**src/rtl/bcdec_pkg.sv**
```systemverilog
// ----------------------------------------------------------------------------
// bcdec_pkg
// Shared types, constants and arithmetic helpers for the BC1/BC2/BC3 decoder.
// ----------------------------------------------------------------------------
package bcdec_pkg;

  localparam logic [13:0] MAX_DIMENSION = 14'd8192;
  localparam logic [3:0]  LAST_PIXEL    = 4'd15;

  typedef enum logic [1:0] {
    CFG_FORMAT = 2'd0,
    CFG_WIDTH  = 2'd1,
    CFG_HEIGHT = 2'd2
  } cfg_idx_e;

  // Per-block data carried alongside the palette
  typedef struct packed {
    logic [31:0] indices;
    logic [63:0] alpha_bits;
    logic [10:0] col;
    logic [10:0] row;
    logic        dxt3;
    logic        dxt5;
  } blk_t;

  typedef struct packed {
    logic [15:0] color0;
    logic [15:0] color1;
    blk_t        blk;
  } raw_t;

  // Palette entries hold {r, g, b}; opaque3 is the DXT1 alpha of entry 3
  typedef struct packed {
    logic [3:0][23:0] rgb;
    logic             opaque3;
    logic [7:0][7:0]  atab;
  } pal_t;

  function automatic logic [23:0] expand565(logic [15:0] c);
    logic [4:0] r;
    logic [5:0] g;
    logic [4:0] b;
    r = c[15:11];
    g = c[10:5];
    b = c[4:0];
    return {r, r[4:2], g, g[5:4], b, b[4:2]};
  endfunction

  // Reciprocal multiply, exact for x < 768
  function automatic logic [7:0] div3(logic [9:0] x);
    logic [20:0] p;
    p = 21'(x) * 21'd683;
    return p[18:11];
  endfunction

  // Reciprocal multiply, exact for x < 1280
  function automatic logic [7:0] div5(logic [10:0] x);
    logic [23:0] p;
    p = 24'(x) * 24'd1639;
    return p[20:13];
  endfunction

  // Reciprocal multiply, exact for x < 1792
  function automatic logic [7:0] div7(logic [10:0] x);
    logic [24:0] p;
    p = 25'(x) * 25'd2341;
    return p[21:14];
  endfunction

  function automatic logic [13:0] clamp_dim(logic [13:0] d);
    logic [13:0] r;
    if (d == 14'd0) begin
      r = 14'd1;
    end else if (d > MAX_DIMENSION) begin
      r = MAX_DIMENSION;
    end else begin
      r = d;
    end
    return r;
  endfunction

endpackage

```
**src/rtl/bcdec_palette.sv**
```systemverilog
// ----------------------------------------------------------------------------
// bcdec_palette
// Builds the four-entry color palette and the eight-entry DXT5 alpha table.
// ----------------------------------------------------------------------------
module bcdec_palette (
  input  logic [15:0]     color0_i,
  input  logic [15:0]     color1_i,
  input  logic [15:0]     alpha_ends_i,
  input  logic            four_color_i,
  output bcdec_pkg::pal_t pal_o
);

  logic [23:0] exp0;
  logic [23:0] exp1;
  logic [7:0]  a0;
  logic [7:0]  a1;

  assign exp0 = bcdec_pkg::expand565(color0_i);
  assign exp1 = bcdec_pkg::expand565(color1_i);
  assign a0   = alpha_ends_i[7:0];
  assign a1   = alpha_ends_i[15:8];

  always_comb begin
    logic [7:0] c0;
    logic [7:0] c1;
    logic [8:0] sum;
    pal_o = '0;
    pal_o.rgb[0] = exp0;
    pal_o.rgb[1] = exp1;
    for (int ch = 0; ch < 3; ch++) begin
      c0  = exp0[ch*8 +: 8];
      c1  = exp1[ch*8 +: 8];
      sum = {1'b0, c0} + {1'b0, c1};
      if (four_color_i) begin
        pal_o.rgb[2][ch*8 +: 8] = bcdec_pkg::div3({1'b0, c0, 1'b0} + {2'b00, c1});
        pal_o.rgb[3][ch*8 +: 8] = bcdec_pkg::div3({2'b00, c0} + {1'b0, c1, 1'b0});
      end else begin
        pal_o.rgb[2][ch*8 +: 8] = sum[8:1];
        pal_o.rgb[3][ch*8 +: 8] = 8'h00;
      end
    end
    pal_o.opaque3 = four_color_i;

    pal_o.atab[0] = a0;
    pal_o.atab[1] = a1;
    if (a0 > a1) begin
      for (int i = 1; i < 7; i++) begin
        pal_o.atab[i+1] = bcdec_pkg::div7(11'((7 - i) * a0 + i * a1));
      end
    end else begin
      for (int i = 1; i < 5; i++) begin
        pal_o.atab[i+1] = bcdec_pkg::div5(11'((5 - i) * a0 + i * a1));
      end
      pal_o.atab[6] = 8'h00;
      pal_o.atab[7] = 8'hFF;
    end
  end

endmodule

```
**src/rtl/bcdec_emit.sv**
```systemverilog
// ----------------------------------------------------------------------------
// bcdec_emit
// Holds one decoded block and streams its sixteen pixels, one beat a cycle unless the output stalls.
// ----------------------------------------------------------------------------
module bcdec_emit (
  input  logic             clk_i,
  input  logic             rst_ni,
  input  logic             load_valid_i,
  output logic             load_ready_o,
  input  bcdec_pkg::blk_t  blk_i,
  input  bcdec_pkg::pal_t  pal_i,
  input  logic [13:0]      width_i,
  input  logic [13:0]      height_i,
  output logic             out_valid_o,
  input  logic             out_ready_i,
  output logic [7:0]       red_o,
  output logic [7:0]       green_o,
  output logic [7:0]       blue_o,
  output logic [7:0]       alpha_o,
  output logic [12:0]      pixel_x_o,
  output logic [12:0]      pixel_y_o,
  output logic             inside_res_o,
  output logic             last_o
);

  logic            busy_q, busy_d;
  logic [3:0]      cnt_q, cnt_d;
  logic            out_valid_q, out_valid_d;
  bcdec_pkg::blk_t blk_q;
  bcdec_pkg::pal_t pal_q;

  logic        out_take;
  logic        emit;
  logic        load;
  logic [1:0]  ci;
  logic [23:0] rgb;
  logic [5:0]  apos;
  logic [2:0]  aidx;
  logic [3:0]  a4;
  logic [7:0]  alpha;
  logic [12:0] x;
  logic [12:0] y;
  logic        in_image;

  assign out_take     = !out_valid_q || out_ready_i;
  assign emit         = busy_q && out_take;
  assign load_ready_o = !busy_q || (emit && cnt_q == bcdec_pkg::LAST_PIXEL);
  assign load         = load_valid_i && load_ready_o;

  always_comb begin
    busy_d      = busy_q;
    cnt_d       = cnt_q;
    out_valid_d = out_valid_q;
    if (out_ready_i) begin
      out_valid_d = 1'b0;
    end
    if (emit) begin
      out_valid_d = 1'b1;
      cnt_d       = cnt_q + 4'd1;
      if (cnt_q == bcdec_pkg::LAST_PIXEL) begin
        busy_d = 1'b0;
      end
    end
    if (load) begin
      busy_d = 1'b1;
      cnt_d  = 4'd0;
    end
  end

  // Pixel select for the current count
  assign ci   = blk_q.indices[{cnt_q, 1'b0} +: 2];
  assign rgb  = pal_q.rgb[ci];
  assign apos = 6'd16 + ({2'b00, cnt_q} * 6'd3);
  assign aidx = blk_q.alpha_bits[apos +: 3];
  assign a4   = blk_q.alpha_bits[{cnt_q, 2'b00} +: 4];
  assign x    = {blk_q.col, cnt_q[1:0]};
  assign y    = {blk_q.row, cnt_q[3:2]};
  assign in_image = ({1'b0, x} < width_i) && ({1'b0, y} < height_i);

  always_comb begin
    if (blk_q.dxt5) begin
      alpha = pal_q.atab[aidx];
    end else if (blk_q.dxt3) begin
      alpha = {a4, a4};
    end else if (ci == 2'd3 && !pal_q.opaque3) begin
      alpha = 8'h00;
    end else begin
      alpha = 8'hFF;
    end
  end

  always_ff @(posedge clk_i or negedge rst_ni) begin
    if (!rst_ni) begin
      busy_q      <= 1'b0;
      cnt_q       <= 4'd0;
      out_valid_q <= 1'b0;
    end else begin
      busy_q      <= busy_d;
      cnt_q       <= cnt_d;
      out_valid_q <= out_valid_d;
    end
  end

  always_ff @(posedge clk_i) begin
    if (load) begin
      blk_q <= blk_i;
      pal_q <= pal_i;
    end
    if (emit) begin
      red_o        <= rgb[23:16];
      green_o      <= rgb[15:8];
      blue_o       <= rgb[7:0];
      alpha_o      <= alpha;
      pixel_x_o    <= x;
      pixel_y_o    <= y;
      inside_res_o <= in_image;
      last_o       <= (cnt_q == bcdec_pkg::LAST_PIXEL);
    end
  end

  assign out_valid_o = out_valid_q;

endmodule

```
**src/rtl/bc1_bc2_bc3_block_decoder.sv**
```systemverilog
// ----------------------------------------------------------------------------
// bc1_bc2_bc3_block_decoder
// S3TC block decoder: one compressed 4x4 block in, sixteen RGBA pixels out.
// ----------------------------------------------------------------------------
// Usage:
//   Input channel (in_valid_i / in_ready_o) takes one compressed block per
//   beat, in raster block order. Output channel (out_valid_o / out_ready_i)
//   gives the block's sixteen pixels in raster order, one beat each, with
//   their image coordinates; last_o marks the sixteenth pixel and
//   inside_res_o is low for pixels beyond the image.
//   Config channel (cfg_valid_i / cfg_ready_o) is always ready; index 0 is
//   the format, 1 the width, 2 the height. Any write to those returns the
//   block position to the image origin. Write only while the block is idle.
//   A block's beat passes the input register and the emitter's block
//   register before its first pixel is registered at the output. The pixel
//   emitter sets the block rate; it drives one pixel per cycle while the
//   output is not stalled. An input register and the emitter's block register
//   let the next block enter while the current one is still streaming.
//   Reset clears the pipe, sets format DXT1, a 1x1 image and position 0,0.
//   When the receiver stalls, the output beat holds and the pipe fills up;
//   in_ready_o drops once both block registers are occupied.
// ----------------------------------------------------------------------------
module bc1_bc2_bc3_block_decoder (
  input  logic        clk_i,
  input  logic        rst_ni,
  input  logic        cfg_valid_i,
  output logic        cfg_ready_o,
  input  logic [1:0]  cfg_index_i,
  input  logic [13:0] cfg_data_i,
  input  logic        in_valid_i,
  output logic        in_ready_o,
  input  logic [15:0] color0_i,
  input  logic [15:0] color1_i,
  input  logic [31:0] color_indices_i,
  input  logic [63:0] alpha_bits_i,
  output logic        out_valid_o,
  input  logic        out_ready_i,
  output logic [7:0]  red_o,
  output logic [7:0]  green_o,
  output logic [7:0]  blue_o,
  output logic [7:0]  alpha_o,
  output logic [12:0] pixel_x_o,
  output logic [12:0] pixel_y_o,
  output logic        inside_res_o,
  output logic        last_o
);

  logic [1:0]  format_q, format_d;
  logic [13:0] width_q, width_d;
  logic [13:0] height_q, height_d;
  logic [10:0] col_q, col_d;
  logic [10:0] row_q, row_d;
  logic        raw_valid_q, raw_valid_d;
  bcdec_pkg::raw_t raw_q;

  logic        cfg_write;
  logic        cfg_hit;
  logic        in_acc;
  logic        load_ready;
  logic [13:0] w_eff;
  logic [13:0] h_eff;
  logic [14:0] w_sum;
  logic [14:0] h_sum;
  logic [11:0] blocks_x;
  logic [11:0] blocks_y;
  logic [10:0] col_use;
  logic [10:0] row_use;
  logic [11:0] col_inc;
  logic [11:0] row_inc;
  logic        dxt3;
  logic        dxt5;
  logic        four_color;
  bcdec_pkg::pal_t pal;
  bcdec_pkg::blk_t blk;

  assign cfg_ready_o = 1'b1;
  assign cfg_write   = cfg_valid_i && cfg_ready_o;
  assign in_ready_o  = !raw_valid_q || load_ready;
  assign in_acc      = in_valid_i && in_ready_o;

  assign w_eff    = bcdec_pkg::clamp_dim(width_q);
  assign h_eff    = bcdec_pkg::clamp_dim(height_q);
  assign w_sum    = {1'b0, w_eff} + 15'd3;
  assign h_sum    = {1'b0, h_eff} + 15'd3;
  assign blocks_x = w_sum[13:2];
  assign blocks_y = h_sum[13:2];

  assign dxt5 = format_q[1];
  assign dxt3 = !format_q[1] && format_q[0];

  // Wrap a stale position before use
  assign col_use = ({1'b0, col_q} >= blocks_x) ? 11'd0 : col_q;
  assign row_use = ({1'b0, row_q} >= blocks_y) ? 11'd0 : row_q;
  assign col_inc = {1'b0, col_use} + 12'd1;
  assign row_inc = {1'b0, row_use} + 12'd1;

  always_comb begin
    format_d = format_q;
    width_d  = width_q;
    height_d = height_q;
    cfg_hit  = 1'b0;
    if (cfg_write) begin
      unique case (bcdec_pkg::cfg_idx_e'(cfg_index_i))
        bcdec_pkg::CFG_FORMAT: begin
          format_d = cfg_data_i[1:0];
          cfg_hit  = 1'b1;
        end
        bcdec_pkg::CFG_WIDTH: begin
          width_d = cfg_data_i;
          cfg_hit = 1'b1;
        end
        bcdec_pkg::CFG_HEIGHT: begin
          height_d = cfg_data_i;
          cfg_hit  = 1'b1;
        end
        default: ;
      endcase
    end
  end

  always_comb begin
    col_d = col_q;
    row_d = row_q;
    if (cfg_hit) begin
      col_d = 11'd0;
      row_d = 11'd0;
    end else if (in_acc) begin
      if (col_inc >= blocks_x) begin
        col_d = 11'd0;
        row_d = (row_inc >= blocks_y) ? 11'd0 : row_inc[10:0];
      end else begin
        col_d = col_inc[10:0];
        row_d = row_use;
      end
    end
  end

  always_comb begin
    raw_valid_d = raw_valid_q;
    if (load_ready) begin
      raw_valid_d = 1'b0;
    end
    if (in_acc) begin
      raw_valid_d = 1'b1;
    end
  end

  always_ff @(posedge clk_i or negedge rst_ni) begin
    if (!rst_ni) begin
      format_q    <= 2'd0;
      width_q     <= 14'd1;
      height_q    <= 14'd1;
      col_q       <= 11'd0;
      row_q       <= 11'd0;
      raw_valid_q <= 1'b0;
    end else begin
      format_q    <= format_d;
      width_q     <= width_d;
      height_q    <= height_d;
      col_q       <= col_d;
      row_q       <= row_d;
      raw_valid_q <= raw_valid_d;
    end
  end

  always_ff @(posedge clk_i) begin
    if (in_acc) begin
      raw_q.color0         <= color0_i;
      raw_q.color1         <= color1_i;
      raw_q.blk.indices    <= color_indices_i;
      raw_q.blk.alpha_bits <= alpha_bits_i;
      raw_q.blk.col        <= col_use;
      raw_q.blk.row        <= row_use;
      raw_q.blk.dxt3       <= dxt3;
      raw_q.blk.dxt5       <= dxt5;
    end
  end

  assign four_color = (raw_q.color0 > raw_q.color1) || raw_q.blk.dxt3 || raw_q.blk.dxt5;
  assign blk        = raw_q.blk;

  bcdec_palette u_palette (
    .color0_i     (raw_q.color0),
    .color1_i     (raw_q.color1),
    .alpha_ends_i (raw_q.blk.alpha_bits[15:0]),
    .four_color_i (four_color),
    .pal_o        (pal)
  );

  bcdec_emit u_emit (
    .clk_i        (clk_i),
    .rst_ni       (rst_ni),
    .load_valid_i (raw_valid_q),
    .load_ready_o (load_ready),
    .blk_i        (blk),
    .pal_i        (pal),
    .width_i      (w_eff),
    .height_i     (h_eff),
    .out_valid_o  (out_valid_o),
    .out_ready_i  (out_ready_i),
    .red_o        (red_o),
    .green_o      (green_o),
    .blue_o       (blue_o),
    .alpha_o      (alpha_o),
    .pixel_x_o    (pixel_x_o),
    .pixel_y_o    (pixel_y_o),
    .inside_res_o (inside_res_o),
    .last_o       (last_o)
  );

endmodule

```
**config.mk**
```make
export PLATFORM = sky130hd
export DESIGN_NAME = bc1_bc2_bc3_block_decoder
export DESIGN_NICKNAME = d
export VERILOG_FILES = /design/src/rtl/bcdec_pkg.sv /design/src/rtl/bcdec_palette.sv /design/src/rtl/bcdec_emit.sv /design/src/rtl/bc1_bc2_bc3_block_decoder.sv
export SDC_FILE = /design/constraint.sdc
export NUM_CORES = 2
export LEC_CHECK = 0
export ABC_AREA = 1
export BUFFER_PORTS_ARGS = -buffer_cell sky130_fd_sc_hd__buf_2
export CORE_MARGIN = 8
export CORE_UTILIZATION = 59
export DETAILED_ROUTE_END_ITERATION = 6
export PLACE_DENSITY = 0.78
export SYNTH_ARGS = -nofsm -noshare
export SYNTH_HDL_FRONTEND = slang
export SYNTH_SLANG_ARGS = --single-unit
```
**constraint.sdc**
```tcl
create_clock -name clk_i -period 13.1 [get_ports clk_i]
set_input_delay 0.655 -clock clk_i [delete_from_list [all_inputs] [get_ports clk_i]]
set_output_delay 0.655 -clock clk_i [all_outputs]
set_load 0.01 [all_outputs]
```
==> out/results.ini <==
[floorplanning]
ioPinCount = 212
floorplan.die.height_um = 327
placement_rows = 114
fp.coreArea_um2 = 96300
chipWidth_um = 327
effective_utilization_at_floorplan = 0.593
die_area_um2 = 107000

[placement]
io_buffers = 210
place.detailed.instances = 7512
place_congestion = 0.955
pre_cts_slack_ps = 5280
post-dp-hpwl_um = 113000

[worst_setup_path]
cell_type_group_with_the_largest_total_delay_on_the_critical_path = adder cells
worst_setup_path_start_kind = flip-flop
critical_path.max_fanout = 14
reg2reg_depth = 27
reg2reg_slack_ps = 5170
crit_slowest_cell = edfxtp_1
reg2reg_to = u_emit.pal_q[28]
setup.worst_path.end_class = flip-flop
worst_path_most_repeated_cell = ha_1
timing.setup.critical_path_class = reg2reg
worstPathRequired_ps = 13520
max_incr_delay_on_cp_ps = 830
number_of_logic_stages_on_the_critical_path_including_buffering = 27
path_buf_inv = 3
critPathArrivalTime_ps = 8350
rr_startpoint = blk[25]

[timing]
slew_headroom = 0.260
layout_worst_path_cycle_share = 0.606
fmax_ghz = 0.126
timing_hold_violations_final = 0
report.final.setup_viol = 0
grt_setup_unrepaired = false
finClkSkew_ps = 44.4
min_period_ps = 7930
drv_slew = 0
final.setup.tns_ps = 0
worst-slew-pin-transition_ps = 1110
worst_slack_ps = 5170

[synth]
ys_types = 57
yosys-top-cells-area = ha_1 27%, edfxtp_1 24%, fa_1 14%
yosys.cell_count.top_type = ha_1
netlist_instances = 6086
most_instantiated_cells_after_synthesis = 1,227 x ha_1, 1,050 x inv_1, 873 x nand2_1
synth.avg_cell_area_um2 = 9.38
synth_enable_flop_cells = 461
synth.largest_area_cell = ha_1
synth_sequential_area_ratio = 0.268
yosys.area.top_type_share = 0.269
synth_fp_nets = 7848
yosys_most_used_dff = edfxtp_1
postSynth.asyncResetShare = 0.113
synth-warning-count = 0
synth-seq-cells = 520
netlist_area_um2 = 57100

[global_route]
pin_count_of_the_biggest_net_entering_global_routing = 162
antenna_found_initial = 4
grt_util_all_layers = 0.263
grt_pass1_wl_um = 229000
via_count_of_the_first_global_routing_pass = 44200
globalRoute.totalOverflow = 0

[routing]
drc = 0
avgViaCountPerCell = 5.71
route.final.wire_length_um = 142000
drt_pre_antenna_iters = 6
first_iteration_detailed_routing_drc_count = 3545
drtAntennaViolNets = 0
drt-wirelength-per-cell_um = 18.7
total_number_of_vias = 43500

[layout]
final-instance-count-excl-fill = 7621
layout.nets = 8057
filler_cell_count = 7697
area_growth_pct = 7.78
final_core_utilization = 0.639
final_layout_size_suffix_gt1_frac = 0.0629

[clock_network]
tritoncts = done
cts.repair_timing.setup_buffer_count = 0
post_cts.resized_instances = 0
clock_tree.buffer_depth = 3
h-tree-depth = 2
clock_latency_ps = 680
cts.root.buffer_cell = clkbuf_16
clock_sinks = 520
cts-hold-fix-buffers = 0
inserted_clock_buffers = 57
clk_pin_slew_worst_paths_ps = 60

[run]
cap_viol_max_count = 0

[hold_path]
timing.hold.worst.class = in2async

[outcome]
status = finished clean

[worst max path at each step]
| stage | endpoint | from |
|---|---|---|
| 2_1_floorplan | u_emit.cnt_q[1] | out_ready_i |
| 3_3_place_gp | u_emit.pal_q[31] | blk[25] |
| 3_5_place_dp | u_emit.pal_q[31] | blk[25] |
| 4_1_cts | u_emit.pal_q[28] | blk[25] |
| 5_1_grt | u_emit.pal_q[39] | blk[33] |
| 6_report | u_emit.pal_q[28] | blk[25] |
[metrics by stage]
stage / hold slack (ps) / instance area [um^2]
CTS: 105 / 61500
global placement: 401 / 59600
floorplan: 359 / 57100
detailed placement: 405 / 59600
finish: 145 / 61500
global route: 127 / 61500
[placed cells by master, fill, tap and decap left out, types with 13 or more instances in the layout]
master	count
a211oi_1	16
a21o_1	19
a21oi_1	419
a31oi_1	14
buf_2	210
buf_4	25
clkbuf_16	57
dfrtp_1	56
edfxtp_1	461
fa_1	386
ha_1	1227
inv_1	1048
nand2_1	873
nand3_1	241
nand3b_1	29
nand4_1	48
nor2_1	308
nor3_1	28
o2111ai_1	17
o211ai_1	25
o21ai_0	327
o21bai_1	41
o221ai_1	19
o22ai_1	30
o31ai_1	14
or2_2	13
xnor2_1	89
xor2_1	120
[kinds of logic after synthesis]
group | count (synthesis) | share of synthesized area
and+or+nand+nor | 1598 | 0.119
AOI/OAI and AO/OA | 999 | 0.0989
adders and majority gates | 1613 | 0.404
other | 1 | 0.0000657
buffers and inverters | 1146 | 0.0772
DFF | 520 | 0.268
xor gates and xnor gates | 209 | 0.0321
[sequential cells by signal, indices dropped and copies added (netlist names), 11 cells and up]
register          count
u_emit.blk_q        106
raw_q                32
height_q             14
u_emit.pixel_y_o     13
width_q              14
u_emit.pal_q        143
blk                 120
u_emit.pixel_x_o     13
row_q                11
col_q                11
[metal layers]
| layer | routed length [um] | share of wire | GRT usage |
|---|---|---|---|
| met5 | 0 | 0 | 0 |
| met4 | 5230 | 0.037 | 0.0927 |
| met3 | 9760 | 0.069 | 0.0304 |
| met2 | 66400 | 0.47 | 0.441 |
| met1 | 61000 | 0.43 | 0.352 |
[cell type report]
type,instances,area [um^2],share of cell area
Tap cell,1276,1600,0.0259
Sequential cell,520,15300,0.249
Inverter,1060,3980,0.0647
Clock inverter,32,402,0.00653
Antenna cell,3,7.51,0.000122
Multi-Input combinational cell,4420,37400,0.608
Clock buffer,74,1580,0.0257
Timing Repair Buffer,236,1260,0.0205
Power is left out: the tool's default activity adds up to more than one toggle a clock period on the data nets, which glitch-free logic cannot reach.
